[src/rtl/wipc_pkg.sv]
`default_nettype none
// ============================================================================
// wipc_pkg - shared types and constants
// Types, register indexes and header constants of the 802.11 data frame
// port classifier.
// ============================================================================
package wipc_pkg;

    // configuration port
    localparam int unsigned CFG_IDX_W  = 3;
    localparam int unsigned CFG_DATA_W = 16;

    localparam logic [CFG_IDX_W-1:0] CFG_CAPTURE_ENABLE = 3'd0;
    localparam logic [CFG_IDX_W-1:0] CFG_MIN_LENGTH     = 3'd1;
    localparam logic [CFG_IDX_W-1:0] CFG_DNS_PORT       = 3'd2;
    localparam logic [CFG_IDX_W-1:0] CFG_HTTP_PORT      = 3'd3;
    localparam logic [CFG_IDX_W-1:0] CFG_HTTPS_PORT     = 3'd4;

    localparam logic [7:0]  RST_MIN_LENGTH = 8'd60;
    localparam logic [15:0] RST_DNS_PORT   = 16'd53;
    localparam logic [15:0] RST_HTTP_PORT  = 16'd80;
    localparam logic [15:0] RST_HTTPS_PORT = 16'd443;

    // stream widths
    localparam int unsigned IN_DATA_W  = 24;
    localparam int unsigned OUT_DATA_W = 184;

    // header layout
    localparam logic [7:0]  SNAP_BYTE    = 8'hAA;
    localparam logic [6:0]  HDR_START    = 7'd24;
    localparam logic [6:0]  SNAP_START   = 7'd32;
    localparam logic [15:0] HDR_LEN      = 16'd24;
    localparam logic [15:0] SNAP_LEN     = 16'd8;
    localparam logic [15:0] SNAP_POS     = 16'd25;
    localparam logic [15:0] SNAP_MIN_LEN = 16'd32;
    localparam logic [15:0] MAC_FIRST    = 16'd10;
    localparam logic [15:0] MAC_LAST     = 16'd15;
    localparam logic [15:0] POS_MAX      = 16'hFFFF;
    localparam logic [7:0]  PROTO_UDP    = 8'd17;
    localparam logic [7:0]  PROTO_TCP    = 8'd6;
    localparam logic [3:0]  IP_VERSION4  = 4'd4;

    typedef enum logic [2:0] {
        V_IGNORED = 3'd0,
        V_BAD     = 3'd1,
        V_DNS     = 3'd2,
        V_HTTP    = 3'd3,
        V_HTTPS   = 3'd4,
        V_OTHER   = 3'd5
    } t_verdict;

    typedef struct packed {
        logic        capture_enable;
        logic [7:0]  min_length;
        logic [15:0] dns_port;
        logic [15:0] http_port;
        logic [15:0] https_port;
    } t_cfg;

    // per-frame parse state; all zero is the cleared frame (snap = 0 -> start 24)
    // flags: bit0 version byte, bit1 total length, bit2 protocol, bit3 dest port
    typedef struct packed {
        logic [15:0] pos;
        logic [47:0] mac;
        logic        snap;
        logic [7:0]  first_byte;
        logic [7:0]  protocol;
        logic [15:0] total_len;
        logic [15:0] dest_port;
        logic [7:0]  tcp_off;
        logic [3:0]  flags;
    } t_hdr;

    localparam t_hdr HDR_CLEAR = '0;

    // header state after the last byte, handed to the classifier
    typedef struct packed {
        t_hdr        hdr;
        logic        is_data;
        logic [15:0] flen;
    } t_snap;

    // packed so that verdict sits in the lowest bits of tdata
    typedef struct packed {
        logic [4:0]  pad;
        logic [31:0] bytes_counted;
        logic [31:0] https_seen;
        logic [31:0] frames_seen;
        logic [15:0] payload_length;
        logic [15:0] payload_offset;
        logic [47:0] source_address;
        t_verdict    verdict;
    } t_result;

endpackage
`default_nettype wire

[src/rtl/wifi_ipv4_port_classifier.sv]
`default_nettype none
// ============================================================================
// wifi_ipv4_port_classifier - 802.11 data frame port classifier
// Parses a byte stream of 802.11 data frames and gives one verdict per frame.
// ============================================================================
// The block takes one frame byte per clock while it is ready, with no gaps
// required between frames. Each byte updates the header capture state in
// the cycle it is transferred; the last byte of a frame loads a snapshot
// register, and the classifier turns the snapshot into a result register,
// from which the verdict is offered. The input stays ready while the result
// register is free or being taken, so a stalled result costs nothing until
// a second finished frame stacks up behind it.
// Every last byte gives exactly one result: verdict 0 ignored, 1 short or
// malformed, 2 DNS, 3 HTTP, 4 HTTPS, 5 other, together with the transmitter
// address, the payload window for DNS and HTTP, and the running frame, HTTPS
// and byte counters. Write configuration only while no frame is in flight.
module wifi_ipv4_port_classifier
    import wipc_pkg::*;
(
    input  wire logic                           i_clk,
    input  wire logic                           i_rst_n,
    // input stream
    input  wire logic                           i_s_tvalid,
    output logic                                o_s_tready,
    input  wire logic [wipc_pkg::IN_DATA_W-1:0]  i_s_tdata,  // frame_byte[7:0], frame_length[23:8]
    input  wire logic                           i_s_tuser,  // is_data_frame
    input  wire logic                           i_s_tlast,  // last_byte
    // result stream
    output logic                                o_m_tvalid,
    input  wire logic                           i_m_tready,
    // verdict[2:0], source_address[50:3], payload_offset[66:51],
    // payload_length[82:67], frames_seen[114:83], https_seen[146:115],
    // bytes_counted[178:147], zero pad[183:179]
    output logic [wipc_pkg::OUT_DATA_W-1:0]      o_m_tdata,
    // configuration write
    input  wire logic                           i_cfg_valid,
    output logic                                o_cfg_ready,
    input  wire logic [wipc_pkg::CFG_IDX_W-1:0]  i_cfg_index,
    input  wire logic [wipc_pkg::CFG_DATA_W-1:0] i_cfg_data
);

    t_cfg    w_cfg;
    t_snap   w_snap;
    logic    w_snap_valid;
    logic    w_snap_take;
    t_result w_result;

    wipc_cfg_regs u_cfg_regs (
        .i_clk       (i_clk),
        .i_rst_n     (i_rst_n),
        .i_cfg_valid (i_cfg_valid),
        .o_cfg_ready (o_cfg_ready),
        .i_cfg_index (i_cfg_index),
        .i_cfg_data  (i_cfg_data),
        .o_cfg       (w_cfg)
    );

    wipc_hdr_capture u_hdr_capture (
        .i_clk        (i_clk),
        .i_rst_n      (i_rst_n),
        .i_s_tvalid   (i_s_tvalid),
        .o_s_tready   (o_s_tready),
        .i_s_tdata    (i_s_tdata),
        .i_s_tuser    (i_s_tuser),
        .i_s_tlast    (i_s_tlast),
        .i_snap_take  (w_snap_take),
        .o_snap_valid (w_snap_valid),
        .o_snap       (w_snap)
    );

    wipc_classify u_classify (
        .i_clk        (i_clk),
        .i_rst_n      (i_rst_n),
        .i_cfg        (w_cfg),
        .i_snap_valid (w_snap_valid),
        .i_snap       (w_snap),
        .o_snap_take  (w_snap_take),
        .o_m_tvalid   (o_m_tvalid),
        .i_m_tready   (i_m_tready),
        .o_result     (w_result)
    );

    assign o_m_tdata = w_result;

endmodule
`default_nettype wire

[src/rtl/wipc_cfg_regs.sv]
`default_nettype none
// ============================================================================
// wipc_cfg_regs - configuration registers
// Holds capture enable, minimum frame length and the three service ports.
// Writes to indexes beyond the list are accepted and dropped.
// ============================================================================
module wipc_cfg_regs (
    input  wire logic                           i_clk,
    input  wire logic                           i_rst_n,
    input  wire logic                           i_cfg_valid,
    output logic                                o_cfg_ready,
    input  wire logic [wipc_pkg::CFG_IDX_W-1:0]  i_cfg_index,
    input  wire logic [wipc_pkg::CFG_DATA_W-1:0] i_cfg_data,
    output wipc_pkg::t_cfg                      o_cfg
);
    import wipc_pkg::*;

    t_cfg r_cfg;

    assign o_cfg_ready = 1'b1;
    assign o_cfg       = r_cfg;

    always_ff @(posedge i_clk) begin
        if (!i_rst_n) begin
            r_cfg.capture_enable <= 1'b0;
            r_cfg.min_length     <= RST_MIN_LENGTH;
            r_cfg.dns_port       <= RST_DNS_PORT;
            r_cfg.http_port      <= RST_HTTP_PORT;
            r_cfg.https_port     <= RST_HTTPS_PORT;
        end else if (i_cfg_valid) begin
            unique case (i_cfg_index)
                CFG_CAPTURE_ENABLE: r_cfg.capture_enable <= i_cfg_data[0];
                CFG_MIN_LENGTH:     r_cfg.min_length     <= i_cfg_data[7:0];
                CFG_DNS_PORT:       r_cfg.dns_port       <= i_cfg_data;
                CFG_HTTP_PORT:      r_cfg.http_port      <= i_cfg_data;
                CFG_HTTPS_PORT:     r_cfg.https_port     <= i_cfg_data;
                default: begin
                end
            endcase
        end
    end

endmodule
`default_nettype wire

[src/rtl/wipc_hdr_capture.sv]
`default_nettype none
// ============================================================================
// wipc_hdr_capture - per-byte header capture
// Tracks the byte position, picks the transmitter address, detects LLC/SNAP
// and latches the IPv4 and transport fields. On the last byte the frame
// state moves into a snapshot register and the parse state clears.
// ============================================================================
module wipc_hdr_capture (
    input  wire logic                          i_clk,
    input  wire logic                          i_rst_n,
    input  wire logic                          i_s_tvalid,
    output logic                               o_s_tready,
    input  wire logic [wipc_pkg::IN_DATA_W-1:0] i_s_tdata,
    input  wire logic                          i_s_tuser,
    input  wire logic                          i_s_tlast,
    input  wire logic                          i_snap_take,
    output logic                               o_snap_valid,
    output wipc_pkg::t_snap                    o_snap
);
    import wipc_pkg::*;

    t_hdr        r_hdr;
    t_hdr        n_hdr;
    t_snap       r_snap;
    logic        r_snap_vld;
    logic        w_accept;
    logic [7:0]  w_byte;
    logic [15:0] w_flen;
    logic [15:0] w_pos;
    logic        w_snap_hit;
    logic [15:0] w_start;
    logic [15:0] w_tp;

    assign o_s_tready   = !r_snap_vld || i_snap_take;
    assign w_accept     = i_s_tvalid && o_s_tready;
    assign w_byte       = i_s_tdata[7:0];
    assign w_flen       = i_s_tdata[23:8];
    assign w_pos        = r_hdr.pos;
    assign o_snap_valid = r_snap_vld;
    assign o_snap       = r_snap;

    always_comb begin
        n_hdr = r_hdr;
        if (w_pos >= MAC_FIRST && w_pos <= MAC_LAST) begin
            n_hdr.mac = {r_hdr.mac[39:0], w_byte};
        end
        w_snap_hit = (w_pos == SNAP_POS) && !r_hdr.snap && r_hdr.flags[0] &&
                     (r_hdr.first_byte == SNAP_BYTE) && (w_byte == SNAP_BYTE) &&
                     (w_flen > SNAP_MIN_LEN);
        // restart the IP header search after the SNAP header
        if (w_snap_hit) begin
            n_hdr.snap       = 1'b1;
            n_hdr.first_byte = 8'd0;
            n_hdr.flags      = 4'd0;
        end
        w_start = n_hdr.snap ? {9'd0, SNAP_START} : {9'd0, HDR_START};
        if (w_pos == w_start) begin
            n_hdr.first_byte = w_byte;
            n_hdr.flags[0]   = 1'b1;
        end
        if (w_pos == w_start + 16'd2) begin
            n_hdr.total_len[15:8] = w_byte;
        end
        if (w_pos == w_start + 16'd3) begin
            n_hdr.total_len[7:0] = w_byte;
            n_hdr.flags[1]       = 1'b1;
        end
        if (w_pos == w_start + 16'd9) begin
            n_hdr.protocol = w_byte;
            n_hdr.flags[2] = 1'b1;
        end
        w_tp = w_start + {10'd0, n_hdr.first_byte[3:0], 2'b00};
        if (n_hdr.flags[0]) begin
            if (w_pos == w_tp + 16'd2) begin
                n_hdr.dest_port[15:8] = w_byte;
            end
            if (w_pos == w_tp + 16'd3) begin
                n_hdr.dest_port[7:0] = w_byte;
                n_hdr.flags[3]       = 1'b1;
            end
            if (w_pos == w_tp + 16'd12) begin
                n_hdr.tcp_off = w_byte;
            end
        end
        // saturate on very long frames
        n_hdr.pos = (w_pos == POS_MAX) ? w_pos : w_pos + 16'd1;
    end

    always_ff @(posedge i_clk) begin
        if (!i_rst_n) begin
            r_hdr      <= HDR_CLEAR;
            r_snap_vld <= 1'b0;
        end else begin
            if (w_accept) begin
                r_hdr <= i_s_tlast ? HDR_CLEAR : n_hdr;
            end
            if (w_accept && i_s_tlast) begin
                r_snap_vld <= 1'b1;
            end else if (i_snap_take) begin
                r_snap_vld <= 1'b0;
            end
        end
    end

    always_ff @(posedge i_clk) begin
        if (w_accept && i_s_tlast) begin
            r_snap.hdr     <= n_hdr;
            r_snap.is_data <= i_s_tuser;
            r_snap.flen    <= w_flen;
        end
    end

endmodule
`default_nettype wire

[src/rtl/wipc_classify.sv]
`default_nettype none
// ============================================================================
// wipc_classify - frame verdict and result register
// Checks the captured headers against the configuration, forms the verdict
// and payload window, updates the running counters and holds the result
// until the downstream side takes it.
// ============================================================================
module wipc_classify (
    input  wire logic     i_clk,
    input  wire logic     i_rst_n,
    input  wipc_pkg::t_cfg i_cfg,
    input  wire logic     i_snap_valid,
    input  wipc_pkg::t_snap i_snap,
    output logic          o_snap_take,
    output logic          o_m_tvalid,
    input  wire logic     i_m_tready,
    output wipc_pkg::t_result o_result
);
    import wipc_pkg::*;

    logic        r_out_vld;
    t_verdict    r_verdict;
    logic [47:0] r_mac;
    logic [15:0] r_poff;
    logic [15:0] r_plen;
    logic [31:0] r_frames;
    logic [31:0] r_https;
    logic [31:0] r_bytes;

    logic        w_load;
    logic        w_active;
    logic [15:0] w_rem;
    logic [15:0] w_rem_e;
    logic        w_rem_wrap;
    logic [15:0] w_ihl;
    logic [15:0] w_tlen;
    logic [6:0]  w_start;
    logic [6:0]  w_tp;
    logic [15:0] w_tp16;
    logic [15:0] w_th;
    t_verdict    w_verdict;
    logic [15:0] w_poff;
    logic [15:0] w_plen;
    logic        w_https_hit;
    logic        w_counted;

    assign o_snap_take = !r_out_vld || i_m_tready;
    assign w_load      = i_snap_valid && o_snap_take;
    assign w_active    = i_cfg.capture_enable && i_snap.is_data;

    always_comb begin
        w_rem      = (i_snap.flen >= HDR_LEN) ? i_snap.flen - HDR_LEN : 16'd0;
        // a SNAP frame whose length dropped below the SNAP header wraps around
        w_rem_wrap = i_snap.hdr.snap && (w_rem < SNAP_LEN);
        w_rem_e    = i_snap.hdr.snap ? w_rem - SNAP_LEN : w_rem;
        w_ihl      = {10'd0, i_snap.hdr.first_byte[3:0], 2'b00};
        w_tlen     = (i_snap.hdr.total_len > w_ihl) ? i_snap.hdr.total_len - w_ihl : 16'd0;
        w_start    = i_snap.hdr.snap ? SNAP_START : HDR_START;
        w_tp       = w_start + w_ihl[6:0];
        w_tp16     = {9'd0, w_tp};
        w_th       = {10'd0, i_snap.hdr.tcp_off[7:4], 2'b00};

        w_verdict   = V_OTHER;
        w_poff      = 16'd0;
        w_plen      = 16'd0;
        w_https_hit = 1'b0;
        priority if (!w_active) begin
            w_verdict = V_IGNORED;
        end else if (i_snap.flen < {8'd0, i_cfg.min_length}) begin
            w_verdict = V_BAD;
        end else if ((!w_rem_wrap && w_rem_e < 16'd20) || !i_snap.hdr.flags[0]) begin
            w_verdict = V_BAD;
        end else if (i_snap.hdr.first_byte[7:4] != IP_VERSION4) begin
            w_verdict = V_BAD;
        end else if (w_ihl < 16'd20 || (!w_rem_wrap && w_rem_e < w_ihl)) begin
            w_verdict = V_BAD;
        end else if (i_snap.hdr.flags[2:1] != 2'b11) begin
            w_verdict = V_BAD;
        end else if (w_tlen < 16'd8 || !i_snap.hdr.flags[3]) begin
            w_verdict = V_BAD;
        end else if (i_snap.hdr.protocol == PROTO_UDP) begin
            if (i_snap.hdr.dest_port == i_cfg.dns_port && w_tlen > 16'd20) begin
                w_verdict = V_DNS;
                w_poff    = w_tp16 + 16'd8;
                w_plen    = w_tlen - 16'd8;
            end else begin
                w_verdict = V_OTHER;
            end
        end else if (i_snap.hdr.protocol == PROTO_TCP) begin
            priority if (w_tlen < 16'd20 || w_tp16 + 16'd12 > i_snap.hdr.pos) begin
                w_verdict = V_BAD;
            end else if (w_th < 16'd20 || w_tlen < w_th) begin
                w_verdict = V_BAD;
            end else if (i_snap.hdr.dest_port == i_cfg.http_port) begin
                if (w_tlen > w_th + 16'd4) begin
                    w_verdict = V_HTTP;
                    w_poff    = w_tp16 + w_th;
                    w_plen    = w_tlen - w_th;
                end else begin
                    w_verdict = V_OTHER;
                end
            end else if (i_snap.hdr.dest_port == i_cfg.https_port) begin
                w_verdict   = V_HTTPS;
                w_https_hit = 1'b1;
            end else begin
                w_verdict = V_OTHER;
            end
        end else begin
            w_verdict = V_OTHER;
        end
        w_counted = (w_verdict != V_IGNORED) && (w_verdict != V_BAD);
    end

    always_ff @(posedge i_clk) begin
        if (!i_rst_n) begin
            r_out_vld <= 1'b0;
            r_frames  <= 32'd0;
            r_https   <= 32'd0;
            r_bytes   <= 32'd0;
        end else begin
            if (o_snap_take) begin
                r_out_vld <= i_snap_valid;
            end
            if (w_load && w_active) begin
                r_frames <= r_frames + 32'd1;
            end
            if (w_load && w_https_hit) begin
                r_https <= r_https + 32'd1;
            end
            if (w_load && w_counted) begin
                r_bytes <= r_bytes + {16'd0, i_snap.flen};
            end
        end
    end

    always_ff @(posedge i_clk) begin
        if (w_load) begin
            r_verdict <= w_verdict;
            r_mac     <= w_active ? i_snap.hdr.mac : 48'd0;
            r_poff    <= w_poff;
            r_plen    <= w_plen;
        end
    end

    assign o_m_tvalid              = r_out_vld;
    assign o_result.pad            = 5'd0;
    assign o_result.bytes_counted  = r_bytes;
    assign o_result.https_seen     = r_https;
    assign o_result.frames_seen    = r_frames;
    assign o_result.payload_length = r_plen;
    assign o_result.payload_offset = r_poff;
    assign o_result.source_address = r_mac;
    assign o_result.verdict        = r_verdict;

    // payload window only for DNS and HTTP
    a_payload_zero: assert property (@(posedge i_clk) disable iff (!i_rst_n)
        (r_out_vld && r_verdict != V_DNS && r_verdict != V_HTTP)
            |-> (r_poff == 16'd0 && r_plen == 16'd0))
        else $error("payload window set for a verdict without payload");

    a_ignored_mac: assert property (@(posedge i_clk) disable iff (!i_rst_n)
        (r_out_vld && r_verdict == V_IGNORED) |-> (r_mac == 48'd0))
        else $error("ignored frame carries an address");

    a_frame_count: assert property (@(posedge i_clk) disable iff (!i_rst_n)
        (w_load && w_active) |=> (r_frames == $past(r_frames) + 32'd1))
        else $error("frame counter missed an active frame");

    a_https_count: assert property (@(posedge i_clk) disable iff (!i_rst_n)
        !(w_load && w_https_hit) |=> $stable(r_https))
        else $error("HTTPS counter moved without an HTTPS verdict");

    a_bytes_hold: assert property (@(posedge i_clk) disable iff (!i_rst_n)
        !(w_load && w_counted) |=> $stable(r_bytes))
        else $error("byte counter moved without a classified frame");

endmodule
`default_nettype wire
[config.mk]
export PLATFORM = sky130hd
export DESIGN_NAME = wifi_ipv4_port_classifier
export DESIGN_NICKNAME = d
export VERILOG_FILES = /design/src/rtl/wipc_pkg.sv /design/src/rtl/wifi_ipv4_port_classifier.sv /design/src/rtl/wipc_cfg_regs.sv /design/src/rtl/wipc_hdr_capture.sv /design/src/rtl/wipc_classify.sv
export SDC_FILE = /design/constraint.sdc
export NUM_CORES = 1
export LEC_CHECK = 0
export CAP_MARGIN = 10
export CORE_AREA = 4 4 215 217
export DETAILED_ROUTE_END_ITERATION = 6
export DIE_AREA = 0 0 219 221
export DONT_BUFFER_PORTS = 1
export MAX_ROUTING_LAYER = met4
export PLACE_DENSITY_LB_ADDON = 0.08
export SYNTH_ARGS = -nofsm -noshare
export SYNTH_HDL_FRONTEND = slang
export SYNTH_SLANG_ARGS = --single-unit
[constraint.sdc]
create_clock -name i_clk -period 5.9 [get_ports i_clk]
set_input_delay 1.18 -clock i_clk [delete_from_list [all_inputs] [get_ports i_clk]]
set_output_delay 1.18 -clock i_clk [all_outputs]
set_load 0.02 [all_outputs]
**Word-level counts from Yosys, hierarchy flattened**

Cells that the tools add are included.

- Logic and storage cells: 202
- Output and inout port bits: 187
- Bits of input ports: 50
- Flip-flop bits (word level): 505

- Add/subtract/negate cells: 21
- Magnitude comparators: 17
- Mux-type cells: 66
- Reduce and logical (&&, ||, !) cells: 40
- Equal/unequal tests: 23
- Bitwise logic cells: 1

Operator list:

| kind | number |
|---|---|
| 16-bit 2-to-1 mux | 18 |
| 16-bit == test | 10 |
| 125-bit 2-to-1 mux | 1 |
| 16-bit by 2-bit adder with 16-bit output (second input constant) | 4 |
| 32-bit by 1-bit adder with 32-bit output (second input constant) | 2 |
| 8-bit 2-to-1 mux | 7 |
| 48-bit 2-to-1 mux | 1 |
| 3-bit 2-to-1 mux | 14 |
| 16-bit by 4-bit adder with 16-bit output (second input constant) | 2 |
| 32-bit by 16-bit adder with 32-bit output | 1 |
| 16-bit greater-than comparator | 2 |
| 16-bit by 4-bit < comparator with 1-bit output (second input constant) | 2 |
| 16-bit by 5-bit < comparator with 1-bit output (second input constant) | 2 |
| 16-bit by 6-bit < comparator with 1-bit output | 2 |
| 16-bit by 4-bit subtractor with 16-bit output (second input constant) | 2 |
| 16-bit by 6-bit subtractor with 16-bit output | 2 |
| 25-bit 2-to-1 mux | 1 |
| 1-bit 2-to-1 mux | 20 |
| 1-bit logical AND | 18 |
| 16-bit by 1-bit adder with 16-bit output (second input constant) | 1 |
| 16-bit by 6-bit adder with 16-bit output | 1 |
| 7-bit by 4-bit adder with 8-bit output (second input constant) | 2 |
| 16-bit == test (second input constant) | 1 |
| 16-bit by 5-bit == test with 1-bit output (second input constant) | 1 |
| other kinds (32) | 51 |

**Depth between registers and ports, before layout**

- Word-level depth: 19
- Gate-level depth with buffers: 23
- Mapped depth without buffers: 20

**Hierarchy**

From an unflattened synthesis, not the netlist that was laid out.

- Cell total of the unflattened synthesis: 2396
- Area, all modules: 24817.6 um2

Modules (own cells, without submodules):

| module | area each (um2) | seq. area each (um2) | instances | cells an instance |
|---|---|---|---|---|
| wipc_hdr_capture | 11389.7 | 6786.5 | 1 | 925 |
| wipc_classify | 11165.7 | 4134.0 | 1 | 1251 |
| wipc_cfg_regs | 2262.2 | 1141.1 | 1 | 220 |

**Least setup slack after synthesis**

Ideal clock, no wire load.

- Kind: input to register
- Start: input port i_s_tdata[23] in the netlist's numbering
- End: register u_hdr_capture.r_hdr[11] in the netlist's numbering
- Stages on the path: 20
- Buffers on the path: 2
- Data required time: 5.826 ns
- Setup time: 0.074 ns
- Setup slack: -0.354 ns
- Arrival time: 6.180 ns
- Cell sequence: or4_1 nor4_2 a211oi_1 or4b_1 nand2_1 buf_2 buf_1 nand2_1 o21ai_0 ha_1 inv_1 fa_1 xor2_1 inv_1 a22o_1 or3b_2 a211oi_1 o2111ai_2 or4b_1 a31oi_1

RTL lines:

| item | RTL line | text |
|---|---|---|
| start, declared | wifi_ipv4_port_classifier.sv:25 | `input wire logic [wipc_pkg::IN_DATA_W-1:0] i_s_tdata,` |
| end signal, assigned | wipc_hdr_capture.sv:95 | `r_hdr <= i_s_tlast ? HDR_CLEAR : n_hdr;` |
| end, declared | wipc_hdr_capture.sv:22 | `t_hdr r_hdr;` |

==> results.cfg <==
[status]
status = complete, no violations

[clock_tree]
clock-root-buffer = clkbuf_16
clkLatencyLatePin_ns = 0.61
cts_buffers = 52
ctsHoldBuffers = 0
cts_tree = yes
post_cts_buffers = 0
cts.sinks = 487
cts.clk_slew.worst_paths_ns = 0.06
clk_path_buf_depth = 3
cts_resized = 0
h-tree-depth = 2

[grt]
first_global_vias = 17500
grt_max_degree = 106
grt-ovfl-total = 0
grt_antenna_before_repair = 0
grt_pass1_wl_um = 98100
track_usage_pct = 25.6

[layout]
layout_common_cells = 276 x dfxtp_1, 235 x nand2_1, 212 x nor2_1, 211 x edfxtp_1, 170 x a21oi_1
drive_gt1_share_pct = 11.1
layout_commonest_cell = dfxtp_1
finalNonFillerCells = 3055
num_antenna_cells = 0
area.growth.synth_to_final_pct = 9.69
fillers = 3811
final_nets = 2545

[logic_synthesis]
muxShareOfSynthArea_pct = 4.73
yosys.area.top_type = edfxtp_1
avgSynthCellArea_um2 = 9.87
yosys_warnings = 0
syn_area_mm2 = 0.0242
synth.top_cells.by_area = edfxtp_1 26%, dfxtp_1 23%, mux2_2 4.2%
synth.ff_latch_count = 487
synth_top_area_share_pct = 26.2
synth_compound_area_share_pct = 14.2
synth-xor-area-share_pct = 5.14
seq_area_frac_synth_pct = 49.0
ys.flop_type = dfxtp_1
ys_types = 94
synth_top_family_by_area = simple AND/OR/NAND/NOR gates
synthCells = 2450
synth-edff-count = 211
synth-async-reset-ratio_pct = 0
yosys.area_share.simple_pct = 18.5
synth_fa_ha_area_share_pct = 4.12

[floorplan]
start_util_pct = 54.8
die-area_mm2 = 0.0484
die_h_um = 221
die_w_um = 219
ios = 237
rows = 77
coreArea_mm2 = 0.0441

[worst_setup_path]
arrival_ns = 5.98
cp-end-kind = register
slowest_stage = or4_1
cp_cell_sequence = or4_1, nor4_2, buf_4, a211oi_2, or4b_4, nand2_2, nand2_1, o21ai_2, ha_2, inv_1, fa_2, xor2_1, nand2_1, nor4_1, nor4bb_2, buf_4, o31ai_1, buf_4, nor2_1, nor2_1, a22o_1
critPathTopFamily = simple AND/OR/NAND/NOR gates
crit_buf_inv = 4
cp.required_ns = 6.40
start_kind = primary input
path_max_fanout = 11
slowest_delay_ns = 0.55
cpMostUsedCell = buf_4
path_class = in2reg

[drt]
vias = 18300
wl_per_cell_um = 20.4
via_per_inst = 5.99
drtAntennaViolNets = 0
wl_um = 62200
drt_iter0_markers = 1364
dr.pass1.iters = 5
drc_errors = 0

[place]
place_congestion = 0.932
dp.cells = 2957
post-place-ws_ns = -0.0635
io_buffers = 0
hpwl_um = 42800

[timing]
maxSlewViolCount = 0
fin_tns_setup_ns = 0
timing.fmax_ghz = 0.183
rsz0062_at_grt = false
fin_ws_ns = 0.424
fin_crit_ns = 5.48
setup_viol = 0
fin_crit_sh_pct = 92.8
holdWs_ns = 0.462
tightest_slew_ns = 1.12
hold_violations = 0
slew_headroom_pct = 25.1
fin_skew_ns = 0.0106

[power]
powerDensity_mw_per_mm2 = 273
p_leak_nw = 9.83
peakVddDrop_v = 0.000260

[job]
drv_cap = 0

[hold_path]
holdCritPathClass = reg2reg
==> per-layer routing <==
metal / wire, um / part of all wire [%] / track usage [%]
met1: 28300 / 45 / 35.3
met2: 28500 / 46 / 39.2
met3: 4050 / 6.5 / 4.88
met4: 1380 / 2.2 / 6.48
met5: 0 / 0 / -
==> metrics by stage <==
step / instance area (um^2) / utilization, % / power, mW
final: 26500 / 60.1 / 7.25
after global routing: 26500 / 60.1 / 7.51
after CTS: 26500 / 60.1 / 7.31
after detailed placement: 24800 / 56.3 / 4.07
after global placement: 24800 / 56.3 / 4.07
after floorplan: 24300 / - / 3.99
==> cell families (layout without fill, tap and decap cells) <==
kind of cell,Yosys count,after routing
and+or+nand+nor,876,876
adders and majority gates,76,76
buffers and inverters,247,246
other,2,16
muxes,103,103
xor gates and xnor gates,142,142
AOI/OAI and AO/OA,517,517
DFF,487,487
==> state kept, by name, indices dropped and copies added, names as in the netlist <==
register                    flops
u_cfg_regs.o_cfg               57
u_classify.r_plen              16
u_classify.r_bytes             32
u_hdr_capture.r_hdr           105
u_classify.r_verdict            3
u_classify.r_poff               6
u_classify.r_frames            32
u_hdr_capture.w_pos            16
u_classify.o_m_tvalid           1
u_hdr_capture.o_snap_valid      1
u_hdr_capture.o_snap          138
u_classify.r_mac               48
u_classify.r_https             32
==> worst register-to-register path, delay by kind of cell, from the launching register on <==
kind	cells	cell delay [ns]
flops	1	0.38
compound gates	3	0.42
fa+ha+maj	2	0.76
simple gates	11	2.94
buf+inv	4	0.59
xor+xnor	1	0.15
==> area by class of cell <==
class                           count  area, um^2  share of cell area (%)
Tap cell                          592         741                    2.79
Clock buffer                       70        1390                    5.23
Inverter                           92         353                    1.33
Timing Repair Buffer               56         445                    1.68
Clock inverter                     28         310                    1.17
Sequential cell                   487       11900                    44.7
Multi-Input combinational cell   1730       11400                    43.1
==> Yosys cell counts (27+ instances only) <==
master / count
dfxtp_1: 276
nand2_1: 237
nor2_1: 214
edfxtp_1: 211
a21oi_1: 170
clkbuf_1: 114
a22oi_1: 96
mux2_2: 91
inv_1: 89
xnor2_1: 82
ha_1: 70
and3_1: 69
nand3_1: 69
xor2_1: 60
nand4_1: 52
o21ai_0: 49
nor3_1: 29
or3_1: 27
==> where the power goes <==
group / internal, mW / switching, mW / leakage (nW) / total (mW)
Sequential: 3.57 / 0.0603 / 4.24 / 3.63
Combinational: 0.123 / 0.254 / 4.76 / 0.377
Clock: 1.85 / 1.39 / 0.828 / 3.24
Total: 5.54 / 1.70 / 9.83 / 7.25
==> worst paths after layout <==
path              slack, ns                                   end  cells after the start                           startpoint
setup / recovery       0.42  u_hdr_capture.r_hdr[20]$_SDFFE_PN0P_                     21                        i_s_tdata[23]
hold / removal         0.46     u_cfg_regs.o_cfg[49]$_SDFFE_PN0P_                      2    u_cfg_regs.o_cfg[49]$_SDFFE_PN0P_
setup reg to reg       0.55  u_hdr_capture.r_hdr[20]$_SDFFE_PN0P_                     21  u_hdr_capture.w_pos[9]$_SDFFE_PN0P_
hold reg to reg        0.46     u_cfg_regs.o_cfg[49]$_SDFFE_PN0P_                      2    u_cfg_regs.o_cfg[49]$_SDFFE_PN0P_
Note: power is estimated with default switching activity, not from simulation.
